### src/hw/rtl/tasp_pkg.sv
package tasp_pkg;

  // sizes of the stores
  localparam int MAX_TILES    = 8;
  localparam int MAX_EDGE_LEN = 4;
  localparam int MAX_MAP_SIZE = 64;
  localparam int SYMBOL_WIDTH = 8;
  localparam int NUM_SIDES    = 4;

  // port field widths
  localparam int TILE_W   = 3;
  localparam int SIDE_W   = 2;
  localparam int POS_W    = 2;
  localparam int SYM_IN_W = 8;
  localparam int RAND_W   = 15;
  localparam int TC_W     = 4;
  localparam int EL_W     = 3;
  localparam int MS_W     = 7;
  localparam int CFG_IDX_W  = 2;
  localparam int CFG_DATA_W = 7;

  // derived internal widths
  localparam int TILE_IDX_W = $clog2(MAX_TILES);
  localparam int CNT_W      = $clog2(MAX_TILES + 1);
  localparam int COL_W      = $clog2(MAX_MAP_SIZE);
  localparam int LANE_W     = (MAX_EDGE_LEN > 1) ? $clog2(MAX_EDGE_LEN) : 1;
  localparam int EDGE_ROWS  = MAX_TILES * NUM_SIDES;
  localparam int ROW_ADDR_W = $clog2(EDGE_ROWS);
  localparam int ROW_W      = MAX_EDGE_LEN * SYMBOL_WIDTH;

  // remainder unit: MOD_DIGIT bits of the random value per step
  localparam int MOD_DIGIT = 4;
  localparam int MOD_STEPS = (RAND_W + MOD_DIGIT - 1) / MOD_DIGIT;
  localparam int RND_PAD_W = MOD_STEPS * MOD_DIGIT;
  localparam int MOD_CNT_W = (MOD_STEPS > 1) ? $clog2(MOD_STEPS) : 1;

  // side codes
  localparam logic [SIDE_W-1:0] SIDE_TOP    = 2'd0;
  localparam logic [SIDE_W-1:0] SIDE_RIGHT  = 2'd1;
  localparam logic [SIDE_W-1:0] SIDE_BOTTOM = 2'd2;
  localparam logic [SIDE_W-1:0] SIDE_LEFT   = 2'd3;

  // item modes
  localparam logic MODE_LOAD  = 1'b0;
  localparam logic MODE_PLACE = 1'b1;

  // configuration register indexes
  localparam logic [CFG_IDX_W-1:0] CFG_TILE_COUNT  = 2'd0;
  localparam logic [CFG_IDX_W-1:0] CFG_EDGE_LENGTH = 2'd1;
  localparam logic [CFG_IDX_W-1:0] CFG_MAP_SIZE    = 2'd2;

  // controller to datapath commands
  typedef struct packed {
    logic load_we;
    logic start;
    logic ref_rd;
    logic ref_cap;
    logic scan;
    logic mod_step;
    logic finish;
  } cmd_t;

  // datapath to controller status
  typedef struct packed {
    logic scan_last;
    logic mod_last;
    logic out_free;
  } stat_t;

endpackage

### src/hw/rtl/tile_adjacency_scanline_placer.sv
// Tile adjacency scanline placer.
// Input channel (in_valid/in_ready): mode 0 writes one edge symbol of one
// tile side and gives no result; mode 1 places the next map cell in raster
// order and gives one result on the output channel (out_valid/out_ready).
// Configuration channel (cfg_valid/cfg_ready, cfg_index, cfg_data) is always
// ready; the user must see that it is written only while the block is idle;
// the block itself does not enforce this. A load transaction writes the edge
// memory when it is accepted. A place transaction reads the tile above at
// acceptance, fetches the reference edge rows (S_ABOVE, S_REF), reads the
// edge memory once per candidate tile, takes four remainder steps and
// registers the result. No transaction is accepted until a place transaction
// has finished, so cells are paced by the candidate scan over the edge memory.
// A finished result waits in the output register while loads and the next
// place transaction are taken; a place transaction holds in its last step
// until the output register is free.
// Synchronous reset clears map position, left neighbor and output valid and
// restores the configuration registers; edge symbols and the row above are
// undefined until written.
module tile_adjacency_scanline_placer (
  input  logic                              clk,
  input  logic                              rst_n,
  input  logic                              in_valid,
  output logic                              in_ready,
  input  logic                              in_mode,
  input  logic [tasp_pkg::TILE_W-1:0]        in_tile_index,
  input  logic [tasp_pkg::SIDE_W-1:0]        in_side,
  input  logic [tasp_pkg::POS_W-1:0]         in_edge_position,
  input  logic [tasp_pkg::SYM_IN_W-1:0]      in_edge_symbol,
  input  logic [tasp_pkg::RAND_W-1:0]        in_random_value,
  output logic                              out_valid,
  input  logic                              out_ready,
  output logic [tasp_pkg::TILE_W-1:0]        out_tile_id,
  output logic                              out_no_candidate,
  output logic                              out_end_of_row,
  output logic                              out_end_of_map,
  input  logic                              cfg_valid,
  output logic                              cfg_ready,
  input  logic [tasp_pkg::CFG_IDX_W-1:0]     cfg_index,
  input  logic [tasp_pkg::CFG_DATA_W-1:0]    cfg_data
);
  import tasp_pkg::*;

  logic [TC_W-1:0]  tile_count_r;
  logic [EL_W-1:0]  edge_length_r;
  logic [MS_W-1:0]  map_size_r;
  logic [CNT_W-1:0] tc;
  logic [EL_W-1:0]  el;
  logic [MS_W-1:0]  size;
  cmd_t             cmd;
  stat_t            stat;

  assign cfg_ready = 1'b1;

  // configuration registers
  always_ff @(posedge clk) begin
    if (!rst_n) begin
      tile_count_r  <= TC_W'(8);
      edge_length_r <= EL_W'(1);
      map_size_r    <= MS_W'(24);
    end else if (cfg_valid) begin
      case (cfg_index)
        CFG_TILE_COUNT:  tile_count_r  <= cfg_data[TC_W-1:0];
        CFG_EDGE_LENGTH: edge_length_r <= cfg_data[EL_W-1:0];
        CFG_MAP_SIZE:    map_size_r    <= cfg_data[MS_W-1:0];
        default: begin
        end
      endcase
    end
  end

  // saturate registers into their ranges
  always_comb begin
    if (tile_count_r == '0) tc = CNT_W'(1);
    else if (32'(tile_count_r) > MAX_TILES) tc = CNT_W'(MAX_TILES);
    else tc = CNT_W'(tile_count_r);

    if (edge_length_r == '0) el = EL_W'(1);
    else if (32'(edge_length_r) > MAX_EDGE_LEN) el = EL_W'(MAX_EDGE_LEN);
    else el = edge_length_r;

    if (map_size_r == '0) size = MS_W'(1);
    else if (32'(map_size_r) > MAX_MAP_SIZE) size = MS_W'(MAX_MAP_SIZE);
    else size = map_size_r;
  end

  // controller
  tasp_ctrl u_ctrl (
    .clk      (clk),
    .rst_n    (rst_n),
    .in_valid (in_valid),
    .in_mode  (in_mode),
    .in_ready (in_ready),
    .stat     (stat),
    .cmd      (cmd)
  );

  // datapath
  tasp_dp u_dp (
    .clk              (clk),
    .rst_n            (rst_n),
    .cmd              (cmd),
    .stat             (stat),
    .in_tile_index    (in_tile_index),
    .in_side          (in_side),
    .in_edge_position (in_edge_position),
    .in_edge_symbol   (in_edge_symbol),
    .in_random_value  (in_random_value),
    .tc               (tc),
    .el               (el),
    .size             (size),
    .out_valid        (out_valid),
    .out_ready        (out_ready),
    .out_tile_id      (out_tile_id),
    .out_no_candidate (out_no_candidate),
    .out_end_of_row   (out_end_of_row),
    .out_end_of_map   (out_end_of_map)
  );

endmodule

### src/hw/rtl/tasp_ctrl.sv
module tasp_ctrl (
  input  logic          clk,
  input  logic          rst_n,
  input  logic          in_valid,
  input  logic          in_mode,
  output logic          in_ready,
  input  tasp_pkg::stat_t stat,
  output tasp_pkg::cmd_t  cmd
);
  import tasp_pkg::*;

  typedef enum logic [2:0] {
    S_IDLE,
    S_ABOVE,
    S_REF,
    S_SCAN,
    S_MOD,
    S_DONE
  } state_t;

  state_t state_r, state_nxt;
  logic   in_ready_r;

  assign in_ready = in_ready_r;

  // next state and commands
  always_comb begin
    state_nxt = state_r;
    cmd       = '0;
    case (state_r)
      S_IDLE: begin
        if (in_valid && in_ready_r) begin
          if (in_mode == MODE_PLACE) begin
            cmd.start = 1'b1;
            state_nxt = S_ABOVE;
          end else begin
            cmd.load_we = 1'b1;
          end
        end
      end
      S_ABOVE: begin
        cmd.ref_rd = 1'b1;
        state_nxt  = S_REF;
      end
      S_REF: begin
        cmd.ref_cap = 1'b1;
        state_nxt   = S_SCAN;
      end
      S_SCAN: begin
        cmd.scan = 1'b1;
        if (stat.scan_last) state_nxt = S_MOD;
      end
      S_MOD: begin
        cmd.mod_step = 1'b1;
        if (stat.mod_last) state_nxt = S_DONE;
      end
      S_DONE: begin
        if (stat.out_free) begin
          cmd.finish = 1'b1;
          state_nxt  = S_IDLE;
        end
      end
      default: begin
        state_nxt = S_IDLE;
      end
    endcase
  end

  // state and registered ready
  always_ff @(posedge clk) begin
    if (!rst_n) begin
      state_r    <= S_IDLE;
      in_ready_r <= 1'b0;
    end else begin
      state_r    <= state_nxt;
      in_ready_r <= (state_nxt == S_IDLE);
    end
  end

endmodule

### src/hw/rtl/tasp_dp.sv
module tasp_dp (
  input  logic                         clk,
  input  logic                         rst_n,
  input  tasp_pkg::cmd_t               cmd,
  output tasp_pkg::stat_t              stat,
  input  logic [tasp_pkg::TILE_W-1:0]   in_tile_index,
  input  logic [tasp_pkg::SIDE_W-1:0]   in_side,
  input  logic [tasp_pkg::POS_W-1:0]    in_edge_position,
  input  logic [tasp_pkg::SYM_IN_W-1:0] in_edge_symbol,
  input  logic [tasp_pkg::RAND_W-1:0]   in_random_value,
  input  logic [tasp_pkg::CNT_W-1:0]    tc,
  input  logic [tasp_pkg::EL_W-1:0]     el,
  input  logic [tasp_pkg::MS_W-1:0]     size,
  output logic                         out_valid,
  input  logic                         out_ready,
  output logic [tasp_pkg::TILE_W-1:0]   out_tile_id,
  output logic                         out_no_candidate,
  output logic                         out_end_of_row,
  output logic                         out_end_of_map
);
  import tasp_pkg::*;

  // edge symbol memory, one row per tile side, one lane per position
  logic [ROW_W-1:0]      edge_mem [EDGE_ROWS];
  logic [ROW_W-1:0]      rd_a_q, rd_b_q;
  logic [ROW_ADDR_W-1:0] rd_addr_a, rd_addr_b, wr_addr;
  logic [LANE_W-1:0]     wr_lane;
  logic                  load_ok;

  // tiles placed in the previous row
  logic [TILE_IDX_W-1:0] row_above [MAX_MAP_SIZE];
  logic [TILE_IDX_W-1:0] rab_q;

  // placement state
  logic [TILE_IDX_W-1:0] left_tile_r;
  logic [COL_W-1:0]      col_r, row_r;

  // scan registers
  logic [ROW_W-1:0]      ref_right_r, ref_bottom_r;
  logic [TILE_IDX_W-1:0] cmp_t_r, scan_tile;
  logic [TILE_IDX_W-1:0] cands_r [MAX_TILES];
  logic [CNT_W-1:0]      cnt_r;
  logic                  left_ok, top_ok, match;

  // remainder unit
  logic [RND_PAD_W-1:0]  rnd_r;
  logic [CNT_W-1:0]      rem_r, rem_nxt;
  logic [MOD_CNT_W-1:0]  mod_cnt_r;

  // result
  logic                  none;
  logic [TILE_IDX_W-1:0] chosen;
  logic                  eor, eom;
  logic                  out_valid_r;
  logic [TILE_W-1:0]     out_tile_id_r;
  logic                  out_none_r, out_eor_r, out_eom_r;

  // load address
  assign load_ok = (32'(in_tile_index) < MAX_TILES) && (32'(in_edge_position) < MAX_EDGE_LEN);
  assign wr_addr = {in_tile_index[TILE_IDX_W-1:0], in_side};
  assign wr_lane = LANE_W'(in_edge_position);

  // read address select
  always_comb begin
    scan_tile = cmd.ref_cap ? '0 : cmp_t_r + 1'b1;
    if (cmd.ref_rd) begin
      rd_addr_a = {left_tile_r, SIDE_RIGHT};
      rd_addr_b = {rab_q, SIDE_BOTTOM};
    end else begin
      rd_addr_a = {scan_tile, SIDE_LEFT};
      rd_addr_b = {scan_tile, SIDE_TOP};
    end
  end

  // edge memory ports
  always_ff @(posedge clk) begin
    if (cmd.load_we && load_ok) begin
      edge_mem[wr_addr][wr_lane*SYMBOL_WIDTH +: SYMBOL_WIDTH] <=
        in_edge_symbol[SYMBOL_WIDTH-1:0];
    end
    rd_a_q <= edge_mem[rd_addr_a];
    rd_b_q <= edge_mem[rd_addr_b];
  end

  // row above memory ports
  always_ff @(posedge clk) begin
    if (cmd.finish) row_above[col_r] <= chosen;
    rab_q <= row_above[col_r];
  end

  // side comparison over the positions in use
  always_comb begin
    logic [MAX_EDGE_LEN-1:0] l_hit, t_hit;
    for (int k = 0; k < MAX_EDGE_LEN; k++) begin
      l_hit[k] = (rd_a_q[k*SYMBOL_WIDTH +: SYMBOL_WIDTH] ==
                  ref_right_r[k*SYMBOL_WIDTH +: SYMBOL_WIDTH]) || (k >= int'(el));
      t_hit[k] = (rd_b_q[k*SYMBOL_WIDTH +: SYMBOL_WIDTH] ==
                  ref_bottom_r[k*SYMBOL_WIDTH +: SYMBOL_WIDTH]) || (k >= int'(el));
    end
    left_ok = (col_r == '0) || (&l_hit);
    top_ok  = (row_r == '0) || (&t_hit);
    match   = left_ok && top_ok;
  end

  // remainder step: MOD_DIGIT restoring steps
  always_comb begin
    logic [CNT_W:0]   sh;
    logic [CNT_W-1:0] rw;
    rw = rem_r;
    for (int i = 0; i < MOD_DIGIT; i++) begin
      sh = {rw, rnd_r[RND_PAD_W-1-i]};
      if (sh >= {1'b0, cnt_r}) sh = sh - {1'b0, cnt_r};
      rw = sh[CNT_W-1:0];
    end
    rem_nxt = rw;
  end

  // candidate choice and position update
  assign none   = (cnt_r == '0);
  assign chosen = none ? '0 : cands_r[rem_r[TILE_IDX_W-1:0]];
  assign eor    = ((MS_W'(col_r) + 1'b1) >= size);
  assign eom    = eor && ((MS_W'(row_r) + 1'b1) >= size);

  // scan and remainder registers
  always_ff @(posedge clk) begin
    if (cmd.start) begin
      rnd_r     <= RND_PAD_W'(in_random_value);
      cnt_r     <= '0;
      rem_r     <= '0;
      mod_cnt_r <= '0;
    end
    if (cmd.ref_cap) begin
      ref_right_r  <= rd_a_q;
      ref_bottom_r <= rd_b_q;
      cmp_t_r      <= '0;
    end
    if (cmd.scan) begin
      cmp_t_r <= cmp_t_r + 1'b1;
      if (match) begin
        cands_r[cnt_r[TILE_IDX_W-1:0]] <= cmp_t_r;
        cnt_r <= cnt_r + 1'b1;
      end
    end
    if (cmd.mod_step) begin
      rem_r     <= rem_nxt;
      rnd_r     <= rnd_r << MOD_DIGIT;
      mod_cnt_r <= mod_cnt_r + 1'b1;
    end
    if (cmd.finish) begin
      out_tile_id_r <= TILE_W'(chosen);
      out_none_r    <= none;
      out_eor_r     <= eor;
      out_eom_r     <= eom;
    end
  end

  // map position, left neighbor and output valid
  always_ff @(posedge clk) begin
    if (!rst_n) begin
      left_tile_r <= '0;
      col_r       <= '0;
      row_r       <= '0;
      out_valid_r <= 1'b0;
    end else begin
      if (cmd.finish) begin
        left_tile_r <= chosen;
        if (eor) begin
          col_r <= '0;
          row_r <= eom ? '0 : row_r + 1'b1;
        end else begin
          col_r <= col_r + 1'b1;
        end
        out_valid_r <= 1'b1;
      end else if (out_ready) begin
        out_valid_r <= 1'b0;
      end
    end
  end

  // status
  assign stat.scan_last = (CNT_W'(cmp_t_r) == tc - 1'b1);
  assign stat.mod_last  = (mod_cnt_r == MOD_CNT_W'(MOD_STEPS - 1));
  assign stat.out_free  = !out_valid_r || out_ready;

  assign out_valid        = out_valid_r;
  assign out_tile_id      = out_tile_id_r;
  assign out_no_candidate = out_none_r;
  assign out_end_of_row   = out_eor_r;
  assign out_end_of_map   = out_eom_r;

endmodule

### config.mk
export PLATFORM = sky130hd
export DESIGN_NAME = tile_adjacency_scanline_placer
export DESIGN_NICKNAME = d
export VERILOG_FILES = /design/src/hw/rtl/tasp_pkg.sv /design/src/hw/rtl/tile_adjacency_scanline_placer.sv /design/src/hw/rtl/tasp_ctrl.sv /design/src/hw/rtl/tasp_dp.sv
export SDC_FILE = /design/constraint.sdc
export NUM_CORES = 2
export LEC_CHECK = 0
export BUFFER_PORTS_ARGS = -buffer_cell sky130_fd_sc_hd__buf_4
export CORE_AREA = 2 2 313 315
export CTS_BUF_LIST = sky130_fd_sc_hd__clkbuf_8 sky130_fd_sc_hd__clkbuf_16
export DETAILED_ROUTE_END_ITERATION = 16
export DIE_AREA = 0 0 315 317
export PLACE_DENSITY = 0.84
export SLEW_MARGIN = 20
export SYNTH_ARGS = -nofsm -noshare
export SYNTH_HDL_FRONTEND = slang
export SYNTH_SLANG_ARGS = --single-unit
### constraint.sdc
create_clock -name clk -period 8.1 [get_ports clk]
set_input_delay 1.215 -clock clk [delete_from_list [all_inputs] [get_ports clk]]
set_output_delay 1.215 -clock clk [all_outputs]
set_load 0.05 [all_outputs]
==> Yosys cells after proc, flatten, opt, wreduce, memory -nomap -nowiden <==
Memories as Yosys holds them, arrays and structs flattened. A register that Yosys moved wholly into a read port is not among the register bits.
Index checks and enable logic that the tools add are counted.
{ "totals": {"ff_bits": 133, "mem_bits_rw": 1240, "inputBits": 45, "wordCells": 155, "n_memories": 3} }
{ "classes": {"addsub": 13, "n_lt_le_gt_ge": 13, "n_eq_ne": 17, "shift": 2, "muxes": 53, "reduce_logical": 33} }
{ "mem_list": {"columns": ["memory", "depth", "width", "rd", "rd_ports_with_merged_regs", "wr", "line_no", "rtl"], "rows": [
  ["u_dp.edge_mem", 32, 32, 2, 2, 1, "tasp_dp.sv:24", "logic [ROW_W-1:0] edge_mem [EDGE_ROWS];"],
  ["u_dp.row_above", 64, 3, 1, 1, 1, "tasp_dp.sv:31", "logic [TILE_IDX_W-1:0] row_above [MAX_MAP_SIZE];"],
  ["u_dp.cands_r", 8, 3, 1, 1, 1, "tasp_dp.sv:41", "logic [TILE_IDX_W-1:0] cands_r [MAX_TILES];"]
]} }
{ "op_table": {"columns": ["cell", "count"], "rows": [
  ["8-bit == test", 8],
  ["4-bit two-way mux", 11],
  ["3-bit two-way mux", 12],
  ["5-bit negation with 34-bit output", 1],
  ["8-bit by 34-bit variable shift with 32-bit output (first input constant)", 1],
  ["8-bit by 34-bit variable part select with 32-bit output", 1],
  ["16-bit two-way mux", 2],
  ["32-bit two-way mux", 1],
  ["5-bit by 4-bit greater-or-equal comparator with 1-bit output", 4],
  ["3-bit case mux with 6 select lines", 1],
  ["1-bit two-way mux", 16],
  ["4-bit subtractor", 4],
  ["6-bit by 1-bit adder with 7-bit output (second input constant)", 2],
  ["7-bit greater-or-equal comparator", 2],
  ["7-bit two-way mux", 2],
  ["6-bit by 1-bit adder with 6-bit output (second input constant)", 2],
  ["6-bit logical NOT", 2],
  ["6-bit two-way mux", 2],
  ["1-bit logical OR", 11],
  ["5-bit two-way mux", 2],
  ["3-bit logical NOT", 3],
  ["4-bit logical NOT", 2],
  ["2-bit two-way mux", 4],
  ["2-bit AND reduction", 4],
  ["21 further kinds", 31]
]} }

==> Longest topological paths before layout <==
{ "logic_depth": {"word_depth": 11, "mapped_depth": 30, "mapped_depth_nobuf": 30} }

==> By module <==
Synthesis repeated with hierarchy kept, for this count alone.
{ "hier_totals": {"hier_cells": 3125, "area_unflattened_um2": 56540.5} }
{ "by_module_without_submodules": {"columns": ["mod", "instances", "cells_each", "area_each_um2"], "rows": [
  ["tasp_dp", 1, 3014, 55590.8],
  ["tile_adjacency_scanline_placer", 1, 77, 681.9],
  ["tasp_ctrl", 1, 34, 267.8]
]} }

==> Worst setup path after synthesis <==
No wires, ideal clock.
{ "synth_path": {"kind": "register -> register", "start": "register u_dp.cnt_r[1]", "end": "register u_dp.rem_r[2] (data pin)", "setup_time_ns": 0.257, "arrival_ns": 6.032, "required_time_ns": 7.843, "path_slack_ns": 1.810, "path_stages_with_launch": 29, "n_path_buf": 0, "period_less_slack_ns": 6.290, "path_cell_list": "dfxtp_1 inv_1 ha_1 o211ai_1 o21ai_0 mux2_1 ha_1 a211oi_1 o21a_1 o32a_2 nor2_1 a21oi_1 inv_1 ha_1 o21ai_0 a21o_1 o211a_4 nor2_4 mux2_2 inv_1 ha_1 nor2b_1 o21a_1 nor2_1 a21boi_0 a211o_1 a221oi_4 mux2i_1 nor2_1"} }
{ "synth_via": {"elab_chain_cells": 9, "elab_cells_between_ends": 13, "cone_classes": "add/sub (4); order compare (4); mux (5)"} }
{ "synth_rtl": {"columns": ["element", "line_no", "rtl"], "rows": [
  ["start, declared", "tasp_dp.sv:42", "logic [CNT_W-1:0] cnt_r;"],
  ["start signal, assigned", "tasp_dp.sv:141", "cnt_r <= cnt_r + 1'b1;"],
  ["4-bit subtractor or 5-bit by 4-bit greater-or-equal comparator with 1-bit output (tied branches)", "tasp_dp.sv:112", "if (sh >= {1'b0, cnt_r}) sh = sh - {1'b0, cnt_r};"],
  ["4-bit two-way mux", "tasp_dp.sv:112", null],
  ["4-bit subtractor or 5-bit by 4-bit greater-or-equal comparator with 1-bit output (tied branches)", "tasp_dp.sv:112", null],
  ["4-bit two-way mux", "tasp_dp.sv:112", null],
  ["5-bit by 4-bit greater-or-equal comparator with 1-bit output or 4-bit subtractor (tied branches)", "tasp_dp.sv:112", null],
  ["4-bit two-way mux", "tasp_dp.sv:112", null],
  ["4-bit subtractor or 5-bit by 4-bit greater-or-equal comparator with 1-bit output (tied branches)", "tasp_dp.sv:112", null],
  ["4-bit two-way mux (*)", "tasp_dp.sv:112", null],
  ["4-bit two-way mux (*)", "tasp_dp.sv:144", "if (cmd.mod_step) begin"],
  ["end signal, assigned", "tasp_dp.sv:145", "rem_r <= rem_nxt;"],
  ["end, declared", "tasp_dp.sv:47", "logic [CNT_W-1:0] rem_r, rem_nxt;"]
]} }
Mark *: on every way between the ends. The rest lies on a longest branch, timed or not.
A chain may end at the register's enable or synchronous reset.

==> Final worst setup path <==
Ends and elaborated chain as after synthesis.

==> metrics.txt <==
nets@finish=around 4500; synthesized-area fraction occupied by adder cells=about 1.1%; CTS Buf Count=approximately 140; grt ovf=0; chip width=about 320 µm; Fin Hold WS=0.440 ns; Worst path slowest cell=dfxtp_1; Die ar.=around 100000 µm²; simple-gate share of the synthesized area=around 14%; most used cell, CP=ha_1; # hold bufs at CTS=0; H-tree depth=4; Final Util=66.0%; Max Cap Viol=0; first-pass GRT wire length=209000 µm; clock slew seen by the registers of the worst setup and hold paths=0.06 ns; Slew Limit Fails=0; Synth area leaders=edfxtp_1 69%, nand2_1 7.3%, dfxtp_1 3.9%; fmax=about 140 MHz; Vias per Instance=~6.5; Final ANT Viol Nets=0; synthesized cell area=57600 µm²; CP startpoint=u_dp.cnt_r[1]; Startpoint Class=flop; Worst Tran Pin Value=roughly 1.1 ns; pin count of the biggest net entering global routing=205; Core Area=approximately 96000 µm²; worst r2r src=u_dp.cnt_r[1]; CP arrival=approximately 7.8 ns; outcome=finished clean; CTS resizes=0; Final Non-Filler Cells=approximately 5800; FP Rows=about 110; CTS tree=yes; Pre-antenna DRT Iters=9; number of cells after detailed placement=about 5500; Place WS=approximately 0.87 ns; HP Start=u_dp.rd_b_q[4]; DRT iter0 DRCs=6266; placed cell areas=between 50000 and 60000 µm²; crit-path max cell delay=~0.60 ns; largest family of logic cells by synthesized area=simple AND/OR/NAND/NOR gates; chip height=roughly 320 µm; WS Path Type=flop to flop; syn nets=~4500; vias in the first global route=between 30000 and 40000; Worst Hold Class=flop to flop; drt total wl=around 140000 µm; Initial Util=between 50% and 60%; RSZ-0062 raised after global routing=no; Setup Total Neg Slack=0 ns; Main synth FF type=edfxtp_1; mux share of post-synthesis cell area=less than 1%; fill count=about 6200; Worst Skew=~0.034 ns; share of cells above drive strength 1=approximately 7.7%; share of the synthesized area in the top cell type=a little over two thirds; CP required=8.59 ns; initial antenna violation count=6; largest fanout on the critical path=9; Global Route Usage Sum=27.6%; synthesis-stage register bit count=roughly 1400; Crit. End Element=flop; sequential-to-total area share from yosys stat=between 70% and 80%; P per Cell Area=approximately 250 nW/µm²; setup slack, reg-to-reg=0.78 ns; Avg Cell Area, Syn=approximately 13 µm²; final hold violations=0; final worst slack=0.781 ns; Synth Area in XOR/XNOR=1.28%; final worst path period share=90.4%; Post-CTS Setup Inserts=0; vias=around 37000; maximum VDD drop=0.000220 V; clock sinks=1443; io pins=54; cells after synthesis=~4400; routed len/inst=roughly 24 µm; ys async rst share=0%; Yosys warnings=0; leakage power=~22 nW; Yosys cell types=67; final instance area=around 64000 µm²; post-detailed-placement half-perimeter wirelength=around 77000 µm; Final Total Pwr=16.0 mW; Area growth, synth to finish=10.4%; Period minus WS final=7.32 ns; # setup viols final=0; root buf cell=clkbuf_16; Port Buffers=between 50 and 60; Worst slew margin=about 27%; clock latency at the later pin of the worst-skew pair=roughly 0.75 ns; CTS Buffer Depth=3; Post-synth EDFFs=around 1300; Yosys top cell by area=edfxtp_1; GP Congestion=between 0.8 and 0.9; DRC=0; Synth Area in Compound Gates=7.45%
cell usage after synthesis, types with 21 or more instances:
cell type  number
and3_1        168
a211oi_1       35
edfxtp_1     1331
buf_1          24
a22oi_1        68
inv_1          34
xnor2_1        52
clkbuf_1      234
a22o_1         28
ha_1           45
xor2_1         32
mux2i_1        26
nor2_1        243
a31oi_1       109
dfxtp_1       112
nand3_1       206
a21oi_1        83
a311oi_1      160
and2_1         39
nor2b_1        21
nand2_1      1118
kinds of logic after synthesis:
group           Yosys count
xor+xnor                 84
compound gates          580
buf+inv                 305
mux                      36
flops                  1443
fa+ha+maj                49
other cells               1
simple gates           1871
layer usage:
layer,global-route usage [%],share of wire [%]
met4,13.3,4.6
met1,36.6,36
met2,43.5,47
met5,0,0.049
met3,6.71,12
cell type report:
cell class	count	area (µm²)	share of cell area, %
diodes	5	12.5	0.0197
clock buffers	156	3780	5.94
clock inverters	98	608	0.956
inverters	34	128	0.201
multi-input cells	2621	14300	22.5
flip-flops and latches	1443	42200	66.4
well taps	1276	1600	2.51
repair buffers	117	920	1.45
critical path, delay by kind of cell (launching register included):
| family | cells | cell delay (ns) |
|---|---|---|
| buffers and inverters | 3 | 0.48 |
| muxes | 3 | 1.15 |
| and+or+nand+nor | 6 | 0.65 |
| DFF | 1 | 0.60 |
| adders and majority gates | 4 | 1.33 |
| AOI/OAI and AO/OA | 12 | 2.84 |
registers in the layout (all words and copies together), names as in the netlist, 2 cells and up, named ones only:
name	flops
u_dp.row_above	192
u_dp.row_r	6
u_dp.out_tile_id	3
u_dp.ref_right_r	32
u_dp.rem_r	4
tile_count_r	4
u_dp.left_tile_r	3
map_size_r	7
edge_length_r	3
u_dp.rnd_r	16
u_ctrl.state_r	3
u_dp.rd_a_q	32
u_dp.cnt_r	4
u_dp.mod_cnt_r	2
u_dp.ref_bottom_r	32
u_dp.cands_r	24
u_dp.cmp_t_r	3
u_dp.col_r	6
u_dp.rab_q	3
u_dp.rd_b_q	32
u_dp.edge_mem	1024
final timing paths:
kind,endpoint,depth (start not counted)
worst max-delay path,u_dp.rem_r[2],28
worst min-delay path,u_dp.ref_bottom_r[4],0
worst max register to register,u_dp.rem_r[2],28
worst min register to register,u_dp.ref_bottom_r[4],0
cell usage in the layout, fill, tap and decap left out, types with 8 or more instances in the layout:
cell type,n
edfxtp_1,1331
nand2_1,1117
nor2_1,239
nand3_1,206
and3_1,168
a311oi_1,160
clkbuf_16,145
buf_4,113
dfxtp_1,112
a31oi_1,109
a21oi_1,82
inv_1,73
a22oi_1,67
xnor2_1,52
ha_1,45
and2_1,36
a211oi_1,35
xor2_1,32
a22o_1,27
mux2i_1,26
clkinv_1,23
nor2b_1,21
clkinv_2,20
a221oi_1,15
nor4_1,13
o21ai_0,13
nand4_1,11
clkbuf_8,11
a21o_1,10
nor3b_1,9
nor3_1,9
o21a_1,9
a41oi_1,9
nand2b_1,8
power by group:
| group | internal (mW) | total, mW | leakage [nW] | switching [mW] |
|---|---|---|---|---|
| clock | 3.51 | 6.23 | 2.31 | 2.73 |
| sequential | 8.28 | 8.37 | 12.6 | 0.0922 |
| combinational | 0.451 | 1.39 | 7.09 | 0.937 |
(Power assumes the default switching activity.)
